===== config.mk =====
export PLATFORM = sky130hd
export DESIGN_NAME = shared_adc_level_sampler
export DESIGN_NICKNAME = d
export VERILOG_FILES = /design/src/hdl/sals_pkg.sv /design/src/hdl/sals_div.sv /design/src/hdl/sals_ctrl.sv /design/src/hdl/shared_adc_level_sampler.sv
export SDC_FILE = /design/constraint.sdc
export NUM_CORES = 1
export LEC_CHECK = 0
export BUFFER_PORTS_ARGS = -buffer_cell sky130_fd_sc_hd__buf_4
export CAP_MARGIN = 20
export CORE_UTILIZATION = 57
export DETAILED_ROUTE_END_ITERATION = 8
export PLACE_DENSITY = 0.75
export SYNTH_ARGS = -nofsm -noshare
export SYNTH_HDL_FRONTEND = slang
export SYNTH_SLANG_ARGS = --single-unit

===== constraint.sdc =====
create_clock -name clk -period 7.3 [get_ports clk]
set_input_delay 1.825 -clock clk [delete_from_list [all_inputs] [get_ports clk]]
set_output_delay 1.825 -clock clk [all_outputs]
set_load 0.02 [all_outputs]

===== src/hdl/sals_pkg.sv =====
// ----------------------------------------------------------------------------
// Shared ADC level sampler package
// Widths, reset values, codes and the status flag group shared by the
// sampler's modules.
// ----------------------------------------------------------------------------
package sals_pkg;

	// Default width of a converter reading.
	localparam int SAMPLE_BITS_DEF = 12;

	// Fixed field widths.
	localparam int CFG_W     = 16;
	localparam int PERIOD_W  = 16;
	localparam int TIMEOUT_W = 8;
	localparam int LEVEL_W   = 7;
	localparam int OUT_W     = 16;

	// Register reset values.
	localparam logic [PERIOD_W-1:0]  PERIOD_RESET  = 16'd100;
	localparam logic [CFG_W-1:0]     FULL_RESET    = 16'd2200;
	localparam logic [TIMEOUT_W-1:0] TIMEOUT_RESET = 8'd10;

	// Top of the percent scale.
	localparam logic [LEVEL_W-1:0] PCT_FULL = 7'd100;

	// Item kinds carried on the input tuser.
	typedef enum logic [1:0] {
		ACT_TICK  = 2'd0,
		ACT_DONE  = 2'd1,
		ACT_ERROR = 2'd2
	} action_t;

	// Configuration register indexes.
	typedef enum logic [1:0] {
		REG_PERIOD  = 2'd0,
		REG_EMPTY   = 2'd1,
		REG_FULL    = 2'd2,
		REG_TIMEOUT = 2'd3
	} reg_index_t;

	// Per-beat status flags of a result.
	typedef struct packed {
		logic timed_out;
		logic stop_conv;
		logic start_conv;
		logic held;
		logic updated;
	} flags_t;

endpackage


===== src/hdl/sals_div.sv =====
// ----------------------------------------------------------------------------
// Bit-serial percent divider
// Computes floor(num * 100 / den) for num < den, one quotient bit per cycle.
// ----------------------------------------------------------------------------
module sals_div #(
	parameter int SAMPLE_BITS = sals_pkg::SAMPLE_BITS_DEF
) (
	input  logic                         clk,
	input  logic                         arst_n,
	input  logic                         go,
	input  logic [SAMPLE_BITS-1:0]       num,
	input  logic [SAMPLE_BITS-1:0]       den,
	output logic                         done,
	output logic [sals_pkg::LEVEL_W-1:0] quo
);

	localparam int NW = SAMPLE_BITS + 7;
	localparam int CW = $clog2(NW + 1);

	logic [NW-1:0]                  n_q;
	logic [SAMPLE_BITS-1:0]         rem_q;
	logic [SAMPLE_BITS-1:0]         den_q;
	logic [CW-1:0]                  cnt_q;
	logic                           run_q;
	logic                           done_q;
	logic [sals_pkg::LEVEL_W-1:0]   quo_q;
	logic [NW-1:0]                  prod;
	logic [SAMPLE_BITS:0]           rem_sh;
	logic [SAMPLE_BITS:0]           rem_nx;
	logic                           fits;

	// num * 100 as num * (64 + 32 + 4).
	assign prod = {1'b0, num, 6'b0} + {2'b0, num, 5'b0} + {5'b0, num, 2'b0};

	always_comb begin
		rem_sh = {rem_q, n_q[NW-1]};
		fits   = rem_sh >= {1'b0, den_q};
		rem_nx = fits ? rem_sh - {1'b0, den_q} : rem_sh;
	end

	always_ff @(posedge clk or negedge arst_n) begin
		if (!arst_n) begin
			cnt_q  <= '0;
			run_q  <= 1'b0;
			done_q <= 1'b0;
		end else if (go) begin
			cnt_q  <= CW'(NW);
			run_q  <= 1'b1;
			done_q <= 1'b0;
		end else if (run_q) begin
			cnt_q <= cnt_q - CW'(1);
			if (cnt_q == CW'(1)) begin
				run_q  <= 1'b0;
				done_q <= 1'b1;
			end
		end else begin
			done_q <= 1'b0;
		end
	end

	always_ff @(posedge clk) begin
		if (go) begin
			n_q   <= prod;
			rem_q <= '0;
			den_q <= den;
		end else if (run_q) begin
			n_q   <= {n_q[NW-2:0], 1'b0};
			rem_q <= rem_nx[SAMPLE_BITS-1:0];
			quo_q <= {quo_q[sals_pkg::LEVEL_W-2:0], fits};
		end
	end

	assign done = done_q;
	assign quo  = quo_q;

endmodule


===== src/hdl/sals_ctrl.sv =====
// ----------------------------------------------------------------------------
// Sampler control
// Holds the sampler state, applies one item at a time and sequences the
// serial percent division when a published reading lies strictly between the calibration points.
// ----------------------------------------------------------------------------
module sals_ctrl #(
	parameter int SAMPLE_BITS = sals_pkg::SAMPLE_BITS_DEF
) (
	input  logic                           clk,
	input  logic                           arst_n,
	input  logic                           in_valid,
	output logic                           in_ready,
	input  logic [1:0]                     action,
	input  logic [SAMPLE_BITS-1:0]         sample,
	input  logic                           busy,
	input  logic                           lost,
	input  logic                           setup,
	input  logic                           started,
	input  logic [sals_pkg::PERIOD_W-1:0]  sample_period,
	input  logic [SAMPLE_BITS-1:0]         empty_level,
	input  logic [SAMPLE_BITS-1:0]         full_level,
	input  logic [sals_pkg::TIMEOUT_W-1:0] timeout_ticks,
	output logic                           res_valid,
	input  logic                           res_take,
	output logic [sals_pkg::LEVEL_W-1:0]   res_level,
	output sals_pkg::flags_t               res_flags
);

	typedef enum logic [1:0] {
		ST_IDLE,
		ST_DIVIDE,
		ST_EMIT
	} state_t;

	state_t                         state_q;
	logic                           waiting_q;
	logic [sals_pkg::PERIOD_W-1:0]  period_cnt_q;
	logic [sals_pkg::TIMEOUT_W-1:0] wait_cnt_q;
	logic                           ready_flag_q;
	logic                           error_flag_q;
	logic [SAMPLE_BITS-1:0]         captured_q;
	logic [sals_pkg::LEVEL_W-1:0]   level_q;
	logic                           holding_q;
	sals_pkg::flags_t               flags_q;

	logic                           accept;
	logic                           waiting_nx;
	logic [sals_pkg::PERIOD_W-1:0]  period_cnt_nx;
	logic [sals_pkg::TIMEOUT_W-1:0] wait_cnt_nx;
	logic [sals_pkg::TIMEOUT_W-1:0] wait_inc;
	logic                           ready_flag_nx;
	logic                           error_flag_nx;
	logic [SAMPLE_BITS-1:0]         captured_nx;
	logic                           holding_nx;
	sals_pkg::flags_t               flags_nx;
	logic                           publish;

	logic                           need_div;
	logic [sals_pkg::LEVEL_W-1:0]   clamp_level;
	logic [SAMPLE_BITS-1:0]         div_num;
	logic [SAMPLE_BITS-1:0]         div_den;
	logic                           div_go;
	logic                           div_done;
	logic [sals_pkg::LEVEL_W-1:0]   div_quo;

	assign in_ready = (state_q == ST_IDLE);
	assign accept   = in_valid && in_ready;
	assign wait_inc = wait_cnt_q + sals_pkg::TIMEOUT_W'(1);

	// Next state for one item.
	always_comb begin
		waiting_nx    = waiting_q;
		period_cnt_nx = period_cnt_q;
		wait_cnt_nx   = wait_cnt_q;
		ready_flag_nx = ready_flag_q;
		error_flag_nx = error_flag_q;
		captured_nx   = captured_q;
		holding_nx    = holding_q;
		flags_nx      = '0;
		publish       = 1'b0;
		case (sals_pkg::action_t'(action))
			sals_pkg::ACT_DONE: begin
				captured_nx   = sample;
				ready_flag_nx = 1'b1;
			end
			sals_pkg::ACT_ERROR: begin
				error_flag_nx = 1'b1;
			end
			sals_pkg::ACT_TICK: begin
				if (!waiting_q) begin
					if (period_cnt_q < sample_period) begin
						period_cnt_nx = period_cnt_q + sals_pkg::PERIOD_W'(1);
					end else begin
						period_cnt_nx = '0;
						if (!busy && setup) begin
							ready_flag_nx       = 1'b0;
							error_flag_nx       = 1'b0;
							wait_cnt_nx         = '0;
							flags_nx.start_conv = 1'b1;
							waiting_nx          = started;
							holding_nx          = started;
						end
					end
				end else if (lost) begin
					ready_flag_nx = 1'b0;
					error_flag_nx = 1'b0;
					waiting_nx    = 1'b0;
					holding_nx    = 1'b0;
				end else if (ready_flag_q) begin
					ready_flag_nx      = 1'b0;
					flags_nx.stop_conv = 1'b1;
					flags_nx.updated   = 1'b1;
					holding_nx         = 1'b0;
					waiting_nx         = 1'b0;
					publish            = 1'b1;
				end else if (error_flag_q) begin
					error_flag_nx      = 1'b0;
					flags_nx.stop_conv = 1'b1;
					holding_nx         = 1'b0;
					waiting_nx         = 1'b0;
				end else begin
					wait_cnt_nx = wait_inc;
					if (wait_inc >= timeout_ticks) begin
						flags_nx.stop_conv = 1'b1;
						flags_nx.timed_out = 1'b1;
						holding_nx         = 1'b0;
						waiting_nx         = 1'b0;
					end
				end
			end
			default: begin
			end
		endcase
		flags_nx.held = holding_nx;
	end

	// Clamp the captured reading against the calibration; only a reading
	// strictly between the two points needs the divider.
	always_comb begin
		need_div    = 1'b0;
		clamp_level = '0;
		div_num     = '0;
		div_den     = '0;
		if (full_level > empty_level) begin
			if (captured_q <= empty_level) begin
				clamp_level = '0;
			end else if (captured_q >= full_level) begin
				clamp_level = sals_pkg::PCT_FULL;
			end else begin
				need_div = 1'b1;
				div_num  = captured_q - empty_level;
				div_den  = full_level - empty_level;
			end
		end else if (full_level < empty_level) begin
			if (captured_q >= empty_level) begin
				clamp_level = '0;
			end else if (captured_q <= full_level) begin
				clamp_level = sals_pkg::PCT_FULL;
			end else begin
				need_div = 1'b1;
				div_num  = empty_level - captured_q;
				div_den  = empty_level - full_level;
			end
		end
	end

	assign div_go = accept && publish && need_div;

	sals_div #(
		.SAMPLE_BITS(SAMPLE_BITS)
	) u_div (
		.clk    (clk),
		.arst_n (arst_n),
		.go     (div_go),
		.num    (div_num),
		.den    (div_den),
		.done   (div_done),
		.quo    (div_quo)
	);

	always_ff @(posedge clk or negedge arst_n) begin
		if (!arst_n) begin
			state_q      <= ST_IDLE;
			waiting_q    <= 1'b0;
			period_cnt_q <= sals_pkg::PERIOD_RESET;
			wait_cnt_q   <= '0;
			ready_flag_q <= 1'b0;
			error_flag_q <= 1'b0;
			captured_q   <= '0;
			level_q      <= '0;
			holding_q    <= 1'b0;
			flags_q      <= '0;
		end else begin
			case (state_q)
				ST_IDLE: begin
					if (accept) begin
						waiting_q    <= waiting_nx;
						period_cnt_q <= period_cnt_nx;
						wait_cnt_q   <= wait_cnt_nx;
						ready_flag_q <= ready_flag_nx;
						error_flag_q <= error_flag_nx;
						captured_q   <= captured_nx;
						holding_q    <= holding_nx;
						flags_q      <= flags_nx;
						if (div_go) begin
							state_q <= ST_DIVIDE;
						end else begin
							if (publish) begin
								level_q <= clamp_level;
							end
							state_q <= ST_EMIT;
						end
					end
				end
				ST_DIVIDE: begin
					if (div_done) begin
						level_q <= div_quo;
						state_q <= ST_EMIT;
					end
				end
				ST_EMIT: begin
					if (res_take) begin
						state_q <= ST_IDLE;
					end
				end
				default: begin
					state_q <= ST_IDLE;
				end
			endcase
		end
	end

	assign res_valid = (state_q == ST_EMIT);
	assign res_level = level_q;
	assign res_flags = flags_q;

endmodule


===== src/hdl/shared_adc_level_sampler.sv =====
// ----------------------------------------------------------------------------
// Shared ADC level sampler
// Periodic tank level sampler that borrows a shared converter.
// ----------------------------------------------------------------------------
// Every input beat gives exactly one result beat. Tick beats count out the
// sample period, claim the converter, wait for a completion or error beat and
// end the wait by publish, error, ownership loss or timeout; completion and
// error beats only latch. One beat is worked on at a time: an accepted beat is
// registered in the control state and then moves to the output register, and a
// tick that publishes a reading strictly between the calibration points first
// waits in the divide state for the bit-serial percent divider, which retires
// one quotient bit per cycle. The output register lets a new beat be accepted
// while the previous result waits.
// Configuration registers may be written only while no beat is in flight.
// ----------------------------------------------------------------------------
module shared_adc_level_sampler #(
	parameter int SAMPLE_BITS = sals_pkg::SAMPLE_BITS_DEF
) (
	input  logic                            clk,
	input  logic                            arst_n,

	// Configuration write port.
	input  logic                            cfg_we,
	input  logic [1:0]                      cfg_index,
	input  logic [sals_pkg::CFG_W-1:0]      cfg_data,

	// Input beats.
	input  logic                            s_tvalid,
	output logic                            s_tready,
	// From bit 0: adc_sample, adc_busy_elsewhere, owner_lost, setup_ok,
	// start_ok, zero fill.
	input  logic [((SAMPLE_BITS+4+7)/8)*8-1:0] s_tdata,
	// action (0 tick, 1 conversion complete, 2 conversion error).
	input  logic [1:0]                      s_tuser,

	// Result beats.
	output logic                            m_tvalid,
	input  logic                            m_tready,
	// From bit 0: level_percent[6:0], level_updated, adc_held,
	// start_conversion, stop_conversion, timed_out, zero fill.
	output logic [sals_pkg::OUT_W-1:0]      m_tdata
);

	localparam int OUT_PAD = sals_pkg::OUT_W - sals_pkg::LEVEL_W - 5;

	// Configuration registers.
	logic [sals_pkg::PERIOD_W-1:0]  sample_period_q;
	logic [SAMPLE_BITS-1:0]         empty_level_q;
	logic [SAMPLE_BITS-1:0]         full_level_q;
	logic [sals_pkg::TIMEOUT_W-1:0] timeout_ticks_q;

	// Result handoff from the control block.
	logic                           res_valid;
	logic                           res_take;
	logic [sals_pkg::LEVEL_W-1:0]   res_level;
	sals_pkg::flags_t               res_flags;

	// Output register.
	logic                           m_tvalid_q;
	logic [sals_pkg::OUT_W-1:0]     m_tdata_q;

	always_ff @(posedge clk or negedge arst_n) begin
		if (!arst_n) begin
			sample_period_q <= sals_pkg::PERIOD_RESET;
			empty_level_q   <= '0;
			full_level_q    <= sals_pkg::FULL_RESET[SAMPLE_BITS-1:0];
			timeout_ticks_q <= sals_pkg::TIMEOUT_RESET;
		end else if (cfg_we) begin
			case (sals_pkg::reg_index_t'(cfg_index))
				sals_pkg::REG_PERIOD: begin
					sample_period_q <= cfg_data[sals_pkg::PERIOD_W-1:0];
				end
				sals_pkg::REG_EMPTY: begin
					empty_level_q <= cfg_data[SAMPLE_BITS-1:0];
				end
				sals_pkg::REG_FULL: begin
					full_level_q <= cfg_data[SAMPLE_BITS-1:0];
				end
				sals_pkg::REG_TIMEOUT: begin
					timeout_ticks_q <= cfg_data[sals_pkg::TIMEOUT_W-1:0];
				end
				default: begin
				end
			endcase
		end
	end

	sals_ctrl #(
		.SAMPLE_BITS(SAMPLE_BITS)
	) u_ctrl (
		.clk           (clk),
		.arst_n        (arst_n),
		.in_valid      (s_tvalid),
		.in_ready      (s_tready),
		.action        (s_tuser),
		.sample        (s_tdata[SAMPLE_BITS-1:0]),
		.busy          (s_tdata[SAMPLE_BITS]),
		.lost          (s_tdata[SAMPLE_BITS+1]),
		.setup         (s_tdata[SAMPLE_BITS+2]),
		.started       (s_tdata[SAMPLE_BITS+3]),
		.sample_period (sample_period_q),
		.empty_level   (empty_level_q),
		.full_level    (full_level_q),
		.timeout_ticks (timeout_ticks_q),
		.res_valid     (res_valid),
		.res_take      (res_take),
		.res_level     (res_level),
		.res_flags     (res_flags)
	);

	// A finished result moves into the output register when it is empty or
	// being drained in the same cycle.
	assign res_take = res_valid && (!m_tvalid_q || m_tready);

	always_ff @(posedge clk or negedge arst_n) begin
		if (!arst_n) begin
			m_tvalid_q <= 1'b0;
		end else if (res_take) begin
			m_tvalid_q <= 1'b1;
		end else if (m_tready) begin
			m_tvalid_q <= 1'b0;
		end
	end

	always_ff @(posedge clk) begin
		if (res_take) begin
			m_tdata_q <= {{OUT_PAD{1'b0}},
				res_flags.timed_out, res_flags.stop_conv, res_flags.start_conv,
				res_flags.held, res_flags.updated, res_level};
		end
	end

	assign m_tvalid = m_tvalid_q;
	assign m_tdata  = m_tdata_q;

endmodule

==> results.md, run 1 <==
- The flow ran to the end, and the final reports show no timing, DRC or antenna violations.
- From synthesis to final layout, the design area changed by 10.1%.
- The core footprint is 19,400 sq um.
- The worst hold-check slack is 0.447 ns.
- Measured against its own limit, the worst slew margin works out to approximately 30%.
- The H-tree was split into 4 levels.
- The worst-case vdd ir drop is 0.000295 V.
- The worst path required time is 7.45 ns.
- Of all flip-flops after synthesis, the portion carrying an async set or reset was 64.5%.
- The number of flops mapped to enable cells by yosys is 48.
- The number of violations of the max-capacitance limit is 0.
- In the final design database the tool counted 1,349 nets.
- The starting utilization of the core area is 58.1%.
- The number of diodes is 0.
- The final period utilization is around nine tenths.
- Buffers inserted to repair hold after CTS numbered 0.
- Dividing the detail-routed via count by the number of cells gives 5.81.
- For the worst setup path, the data arrival time is roughly 6.7 ns.
- The horizontal die dimension is 143 um.
- The count of antenna-violating nets left after detailed routing is 0.
- The via count of the first global-routing pass is between 8,000 and 9,000.
- At the pin with the least slew margin, the transition time is 1.05 ns.
- The CTS sink count is 169.
- The leakage component of the power is ~5.7 nW.
- After detailed routing, the number of remaining DRC violations is 0.
- The distinct cell type count of the synthesized netlist is 85.
- The setup total negative slack is 0 ns.
- The signal on the critical path passes through inv_1 > fa_1 > nand3_1 > a211oi_2 > a2111oi_2 > nand4_1 > or3b_1 > o22a_1 > a21oi_1 > inv_1 > fa_1 > inv_1 > ha_1 > a21o_1 > a21oi_1 > o21bai_1 > a2111oi_0 > nor2_1 > a2111oi_0 > o31ai_1.
- The element type at the critical path start is a flop.
- On the final layout, the worst clock skew is 0.0120 ns.
- The HPWL reported at the end of detailed placement is 18,400 um.
- The final count of pins violating max slew is 0.
- The minimum clock period is 6.50 ns.
- The fraction of final layout cells with drive strength greater than 1 is 14.5%.
- TritonCTS built the clock tree.
- The ratio of total power to cell area is 484 nW/um^2.
- The clock passes through at most 2 buffers.
- The later pin in the worst-skew pair is clocked with a latency of 0.43 ns.
- The number of hold violations in the final report came to 0.
- The number of flip-flops and latches in the synthesized netlist is 169.
- The number of CTS-inserted buffers is 17.
- The length of the first detailed-routing pass in iterations is 5.
- The final weighted congestion of routability-driven global placement is 0.895.
- The top-level I/O count is between 50 and 60.
- The clock tree root driver cell is sky130_fd_sc_hd__clkbuf_16.
- Detailed routing inserted a total of 8,471 vias.
- The die boundary height is 143 um.
- The number of antenna violations at the first check in global routing was 0.
- The type of the setup path with the least slack is flop to flop.
- Of all nets on the critical path, the largest fanout is 19.
- Setup violations remaining at the end of the flow were counted as 0.
- The top achievable clock speed is 154 MHz.
- The kind of end point of the critical path is a flop.
- The die covers 20,400 sq um.
- For this run, the number of Yosys warnings is 0.
- Grouping stages by cell kind, the critical path spends the most delay in compound AO/OA/AOI/OAI gates.
- For this block, the initial DRC count from the detailed router was 542.
- Setup repair after global routing left no endpoint under its margin.
- The highest cell delay on the worst timing path is 0.74 ns.
- The wire length reported by the detailed router is approximately 24,000 um.
- The number of cell rows is 51.
- Entering global routing, the biggest net connects 66 pins.
- Once placement completed, the tool counted placed cells totaling 1,427.
- The number of buffers and inverters on the critical path is 3.
- The share of the Yosys chip area taken by registers is 39.2%.
- A synthesized cell averages roughly 10 sq um.
- After clock tree synthesis, the clock-pin slew on the worst setup and hold paths is 0.07 ns.
- The slowest cell on the critical path is sky130_fd_sc_hd__or3b_1.
- The wire length of the first global-routing pass is 40,200 um.
- The path type of the worst min-delay path is flop to flop.
- Buffers placed on the I/O ports in this run total 54.
- The global route total overflow is 0.
- Global routing used 25.3% of the available tracks.
- The number of gates resized after cts is 0.
- After detailed routing, the average wire length per cell comes to 16.7 um.
- In this run the cell area of the synthesized design comes to 11,300 sq um.
- Among all flip-flop cells after synthesis, the most frequent one is sky130_fd_sc_hd__dfrtp_1.
- In this run the post-CTS setup repair buffer count came out at 0.
- The cell with the most instances on the worst path is sky130_fd_sc_hd__inv_1.
- Once layout is complete, the cells apart from fillers number 1,459.
- In the synthesized netlist, the number of instances is 1,143.
stage by stage:
step	total power [mW]	worst slack (ns)	instance area (sq um)	utilization, %
2_1_floorplan	4.32	1.60	11300	-
3_3_place_gp	4.97	1.01	11800	60.9
3_5_place_dp	5.07	0.820	11800	60.9
4_1_cts	6.01	0.802	12400	64.0
5_1_grt	6.55	0.196	12400	64.0
6_report	6.01	0.799	12400	64.0
final timing paths:
path	from	to	slack, ns	cells after the start
max	empty_level_q[1]	u_ctrl.u_div.n_q[18]	0.80	20
min in group asynchronous	arst_n	u_ctrl.res_level[3]	1.39	1
min	u_ctrl.res_flags[4]	m_tdata[11]	0.45	0
min reg2reg	u_ctrl.res_flags[4]	m_tdata[11]	0.45	0
max in group asynchronous	arst_n	empty_level_q[6]	4.67	2
max reg2reg	empty_level_q[1]	u_ctrl.u_div.n_q[18]	0.80	20
layout by cell type (no fill, tap or decap), types with 11 or more instances in the layout:
| cell type | synthesis | layout |
|---|---|---|
| sky130_fd_sc_hd__inv_1 | 115 | 115 |
| sky130_fd_sc_hd__ha_1 | 114 | 114 |
| sky130_fd_sc_hd__dfrtp_1 | 97 | 97 |
| sky130_fd_sc_hd__nand2_1 | 92 | 92 |
| sky130_fd_sc_hd__a21oi_1 | 78 | 78 |
| sky130_fd_sc_hd__nor2_1 | 66 | 66 |
| sky130_fd_sc_hd__o21ai_0 | 64 | 64 |
| sky130_fd_sc_hd__buf_4 | 9 | 59 |
| sky130_fd_sc_hd__edfxtp_1 | 48 | 48 |
| sky130_fd_sc_hd__mux2_2 | 47 | 47 |
| sky130_fd_sc_hd__a21o_1 | 32 | 32 |
| sky130_fd_sc_hd__xnor2_1 | 20 | 20 |
| sky130_fd_sc_hd__nor3_1 | 19 | 19 |
| sky130_fd_sc_hd__clkbuf_16 | 0 | 17 |
| sky130_fd_sc_hd__nor2b_1 | 16 | 16 |
| sky130_fd_sc_hd__xor2_1 | 16 | 16 |
| sky130_fd_sc_hd__nand3_1 | 15 | 15 |
| sky130_fd_sc_hd__fa_1 | 13 | 13 |
| sky130_fd_sc_hd__a221o_1 | 12 | 12 |
| sky130_fd_sc_hd__o21a_1 | 12 | 12 |
| sky130_fd_sc_hd__a31oi_1 | 12 | 12 |
| sky130_fd_sc_hd__mux2i_1 | 12 | 12 |
| sky130_fd_sc_hd__dfstp_2 | 12 | 12 |
| sky130_fd_sc_hd__dfxtp_1 | 12 | 12 |
| sky130_fd_sc_hd__nand4_1 | 11 | 11 |
| sky130_fd_sc_hd__nand2b_1 | 11 | 11 |
| sky130_fd_sc_hd__a22o_1 | 11 | 11 |
report_power, final:
part           total, mW  internal [mW]  switching (mW)  leakage, nW
registers           1.54           1.31           0.227         1.86
logic               3.56           1.54            2.02         3.58
clock network      0.907          0.490           0.417        0.295
total               6.01           3.34            2.66         5.73
synthesized netlist by cell type (all sizes together) (5+ instances only):
cell / number / area, sq um
nor2: 69 / 267
a211oi: 6 / 62.6
clkbuf: 16 / 60.1
a21oi: 79 / 399
nor3: 20 / 105
nor2b: 16 / 100
nor3b: 5 / 42.5
or2: 5 / 31.3
nand4: 13 / 93.8
a31oi: 12 / 75.1
fa: 13 / 260
dfrtp: 97 / 2430
buf: 27 / 191
o21ai: 68 / 340
xnor2: 20 / 175
o31ai: 7 / 57.6
o21a: 12 / 90.1
a22o: 11 / 96.3
o221ai: 5 / 56.3
mux2: 50 / 563
inv: 116 / 435
and3: 7 / 43.8
a221oi: 7 / 61.3
and2: 9 / 56.3
dfxtp: 12 / 240
a22oi: 7 / 57.6
o22ai: 5 / 31.3
nand3: 15 / 75.1
o21bai: 5 / 37.5
a21o: 32 / 240
ha: 114 / 1430
dfstp: 12 / 315
mux2i: 12 / 120
a221o: 12 / 120
nand2: 93 / 352
xor2: 16 / 140
nor4: 5 / 31.3
nand2b: 11 / 68.8
or3: 5 / 36.3
edfxtp: 48 / 1440
o22a: 8 / 70.1
sequential cells by signal, indices dropped and copies added (netlist names), 12 cells and up:
name,count
empty_level_q,12
full_level_q,12
m_tdata,12
sample_period_q,16
u_ctrl.captured_q,12
u_ctrl.period_cnt_q,16
u_ctrl.u_div.den_q,12
u_ctrl.u_div.n_q,17
u_ctrl.u_div.rem_q,12
routing by layer:
layer | track usage [%] | wire length (um)
met1 | 32.9 | 10800
met2 | 43.1 | 12000
met3 | 3.92 | 1070
met4 | 8.55 | 489
met5 | 0 | 0
layout make-up:
| class | count | area (sq um) |
|---|---|---|
| Tap cell | 265 | 332 |
| Multi-Input combinational cell | 818 | 6180 |
| Inverter | 116 | 435 |
| Timing Repair Buffer | 59 | 443 |
| Fill cell | 1557 | 6980 |
| Clock inverter | 15 | 178 |
| Clock buffer | 17 | 425 |
| Sequential cell | 169 | 4420 |
logic make-up after synthesis:
family / share of synthesized area, %
xor gates and xnor gates: 2.80
AOI/OAI and AO/OA: 18.6
DFF: 39.2
and+or+nand+nor: 12.3
adders and majority gates: 15.0
muxes: 6.06
buffers and inverters: 6.09
other: 0.0333
Note: power is estimated with default switching activity, not from simulation.
==> run 2: changes to the inputs <==
==> constraint.sdc (replaced) <==
create_clock -name clk -period 7.3 [get_ports clk]
set_input_delay 0.365 -clock clk [delete_from_list [all_inputs] [get_ports clk]]
set_output_delay 0.365 -clock clk [all_outputs]
set_load 0.02 [all_outputs]
==> run 2 against run 1 <==
Critical path type unchanged. Largest cell class unchanged. Critical endpoint unchanged. Critical path depth unchanged. Sequential power about the same. Final cell count about the same. Core utilization increased by 0.052 points. Largest power group unchanged. Routed wire length decreased by 0.43%. Clock power about the same. Highest routed layer unchanged. Hold slack got worse by 0.31 ns. Clock-buffer cell count unchanged.
==> results.md, run 2 (same netlist as run 1, synthesis figures left out) <==
- The core footprint is 19,400 sq um (unchanged).
- The capture endpoint of the worst hold path is sample_period_q[14].
- The data arrival time of the worst path is 6.64 ns (about the same).
- Setup repair after global routing left no endpoint under its margin.
- The worst setup path is launched from a flop.
- The count of vias placed by the detailed router came to 8,462 (-0.11%).
- The number of diodes came to 0 (unchanged).
- The commonest non-fill, non-tap cell in the layout is sky130_fd_sc_hd__inv_1.
- The run finished with clean final reports.
- The TritonCTS clock tree is done.
- The post-route clock skew is 0.0149 ns (+0.00290 ns).
- The startpoint identified for the worst register-to-register timing path is empty_level_q[1].
- The die boundary height came to 143 um (unchanged).
- The number of violations reported at the end of detailed-routing iteration 0 was 534 (-1.5%).
- The startpoint of the tightest hold check path is cfg_data[14].
- The headroom to the max-slew limit was 28.1% (-1.7 points).
- The HPWL reported at the end of detailed placement is 18,400 um (unchanged).
- The area of the die is 20,400 sq um (unchanged).
- The via count of the first global-routing pass is 8,218 (unchanged).
- The worst setup path is of the flop to flop kind.
- The setup slack of the most critical reg-to-reg path was 0.81 ns (about the same).
- The top achievable clock speed is 154 MHz (+0.10%).
- The number of design rule violations left after detail routing was 0 (unchanged).
- The number of setup violations in the final report is 0 (unchanged).
- The total routing usage reported by global routing is 25.3% (unchanged).
- The largest net degree at the start of global routing was 66 (unchanged).
- The number of cells on the worst hold path was 3 (+3).
- The wire length reported by the detailed router is 24,200 um (-0.43%).
- The capture point of the worst reg-to-reg path is u_ctrl.u_div.n_q[18].
- The tree is rooted in a sky130_fd_sc_hd__clkbuf_16.
- The worst path required time is 7.45 ns (about the same).
- The ratio of total power to cell area is 483 nW/um^2 (-0.16%).
- The count of antenna-violating nets left after detailed routing is 0 (unchanged).
- The starting utilization of the core area is 58.1% (unchanged).
- The number of antenna violations at the first check in global routing is 0 (unchanged).
- The global route total overflow is 0 (unchanged).
- The final count of pins violating max slew is 0 (unchanged).
- The path depth of the worst reg2reg path came to 20 (unchanged).
- The overall power is 6.00 mW (about the same).
- The path type of the worst min-delay path is input pin to flop.
- The top-level I/O count was 59 (unchanged).
- The number of flip-flops in the largest register was 17 (unchanged).
- The number of hold violations in the final report was 0 (unchanged).
- The number of cell rows is 51 (unchanged).
- The net count reported at finish is 1,350 (+0.074%).
- The length of the first detailed-routing pass in iterations was 5 (unchanged).
- The library cells used most frequently in the layout, excluding fill and tap cells, are sky130_fd_sc_hd__inv_1 (115), sky130_fd_sc_hd__ha_1 (114), sky130_fd_sc_hd__dfrtp_1 (97).
- The wire length of the first global-routing pass came to 40,200 um (unchanged).
- The number of CTS-inserted buffers is 17 (unchanged).
- The worst-case vdd ir drop was 0.000296 V (+0.13%).
- The largest registers in the layout are u_ctrl.u_div.n_q (17), sample_period_q (16), u_ctrl.period_cnt_q (16).
- The setup total negative slack came to 0 ns (unchanged).
- The horizontal die dimension is 143 um (unchanged).
- The clock network latency to the later pin of the worst-skew pair is 0.43 ns (about the same).
- The number of buffers added on ports is 54 (unchanged).
- The number of vias per cell after detailed routing is 5.80 (-0.17%).
- The number of H-tree levels is 4 (unchanged).
- The worst setup path is captured at a flop.
- The final period utilization is 89.0% (-0.089 points).
- The final weighted congestion of routability-driven global placement is 0.895 (unchanged).
- The area added between synthesis and finish was 10.2% (about the same).
- The number of violations of the max-capacitance limit came to 0 (unchanged).
- The CTS sink count came to 169 (unchanged).
- The maximum fanout along the worst path was 19 (unchanged).
- Tracing the worst setup path back leads to its startpoint at empty_level_q[1].
- The number of buffers on the longest clock path is 2 (unchanged).
- The slew at the pin closest to its max-slew limit is 1.08 ns (+0.0252 ns).
- The leakage component of the power is 5.73 nW (about the same).
- The clock input transition at the sequential cells of the worst setup and hold paths is 0.07 ns (about the same).
- The fraction of final layout cells with drive strength greater than 1 is 14.5% (about the same).
- The largest register by flop count is u_ctrl.u_div.n_q.
- The average wire per cell in the routed design is 16.6 um (-0.50%).
- The minimum clock period is 6.49 ns (-0.00651 ns).
## run 2: stage by stage
step / utilization (%) / hold WS (ns) / setup WS [ns] / std cells / cell area, sq um
2_1_floorplan: - / 0.0694 / 1.60 / 1146 / 11300
3_3_place_gp: 60.9 / 0.402 / 1.01 / 1427 / 11800
3_5_place_dp: 60.9 / 0.404 / 0.820 / 1427 / 11800
4_1_cts: 64.1 / 0.118 / 0.802 / 1460 / 12400
5_1_grt: 64.1 / 0.148 / 0.196 / 1460 / 12400
6_report: 64.1 / 0.135 / 0.805 / 1460 / 12400
## run 2: final cells by class
cell class | instances | area [sq um]
well taps | 265 | 332
flip-flops and latches | 169 | 4420
clock buffers | 17 | 425
clock inverters | 15 | 178
multi-input cells | 818 | 6180
fillers | 1556 | 6970
inverters | 116 | 435
repair buffers | 60 | 453
## run 2: report_power, final
group          internal, mW  switching [mW]
clock network         0.490           0.416
logic                  1.54            2.01
registers              1.31           0.227
## run 2: worst max-delay path by stage
stage | end | slack (ns) | depth (start not counted)
final | u_ctrl.u_div.n_q[18] | 0.81 | 20
after global routing | u_ctrl.u_div.n_q[18] | 0.20 | 20
after CTS | u_ctrl.u_div.n_q[18] | 0.80 | 20
after detailed placement | u_ctrl.u_div.n_q[18] | 0.82 | 20
after global placement | u_ctrl.u_div.n_q[18] | 1.01 | 20
after floorplan | u_ctrl.u_div.n_q[18] | 1.60 | 21
## run 2: what timing repair did
action                                 4_1_cts  5_1_grt
setup buffers                                0        0
resized for setup                            0        0
hold buffers                                 1        0
endpoints found under the hold margin       39        0
## run 2: worst max-delay path, cell delays in order (launching register included)
cell	delay [ns]
sky130_fd_sc_hd__dfrtp_1	0.48
sky130_fd_sc_hd__inv_1	0.18
sky130_fd_sc_hd__fa_1	0.49
sky130_fd_sc_hd__nand3_1	0.14
sky130_fd_sc_hd__a211oi_2	0.08
sky130_fd_sc_hd__a2111oi_2	0.38
sky130_fd_sc_hd__nand4_1	0.26
sky130_fd_sc_hd__or3b_1	0.74
sky130_fd_sc_hd__o22a_1	0.32
sky130_fd_sc_hd__a21oi_1	0.32
sky130_fd_sc_hd__inv_1	0.11
sky130_fd_sc_hd__fa_1	0.51
sky130_fd_sc_hd__inv_1	0.04
sky130_fd_sc_hd__ha_1	0.35
sky130_fd_sc_hd__a21o_1	0.20
sky130_fd_sc_hd__a21oi_1	0.23
sky130_fd_sc_hd__o21bai_1	0.11
sky130_fd_sc_hd__a2111oi_0	0.55
sky130_fd_sc_hd__nor2_1	0.15
sky130_fd_sc_hd__a2111oi_0	0.42
sky130_fd_sc_hd__o31ai_1	0.13
## run 2: per-layer routing
| metal | vias up | global-route usage [%] | part of all wire [%] |
|---|---|---|---|
| met3 | 44 | 3.92 | 4.2 |
| met1 | 4068 | 32.9 | 45 |
| met2 | 203 | 43.1 | 49 |
| met4 | 0 | 8.55 | 2.1 |
| li1 | 4147 | - | - |
| met5 | - | 0 | 0 |
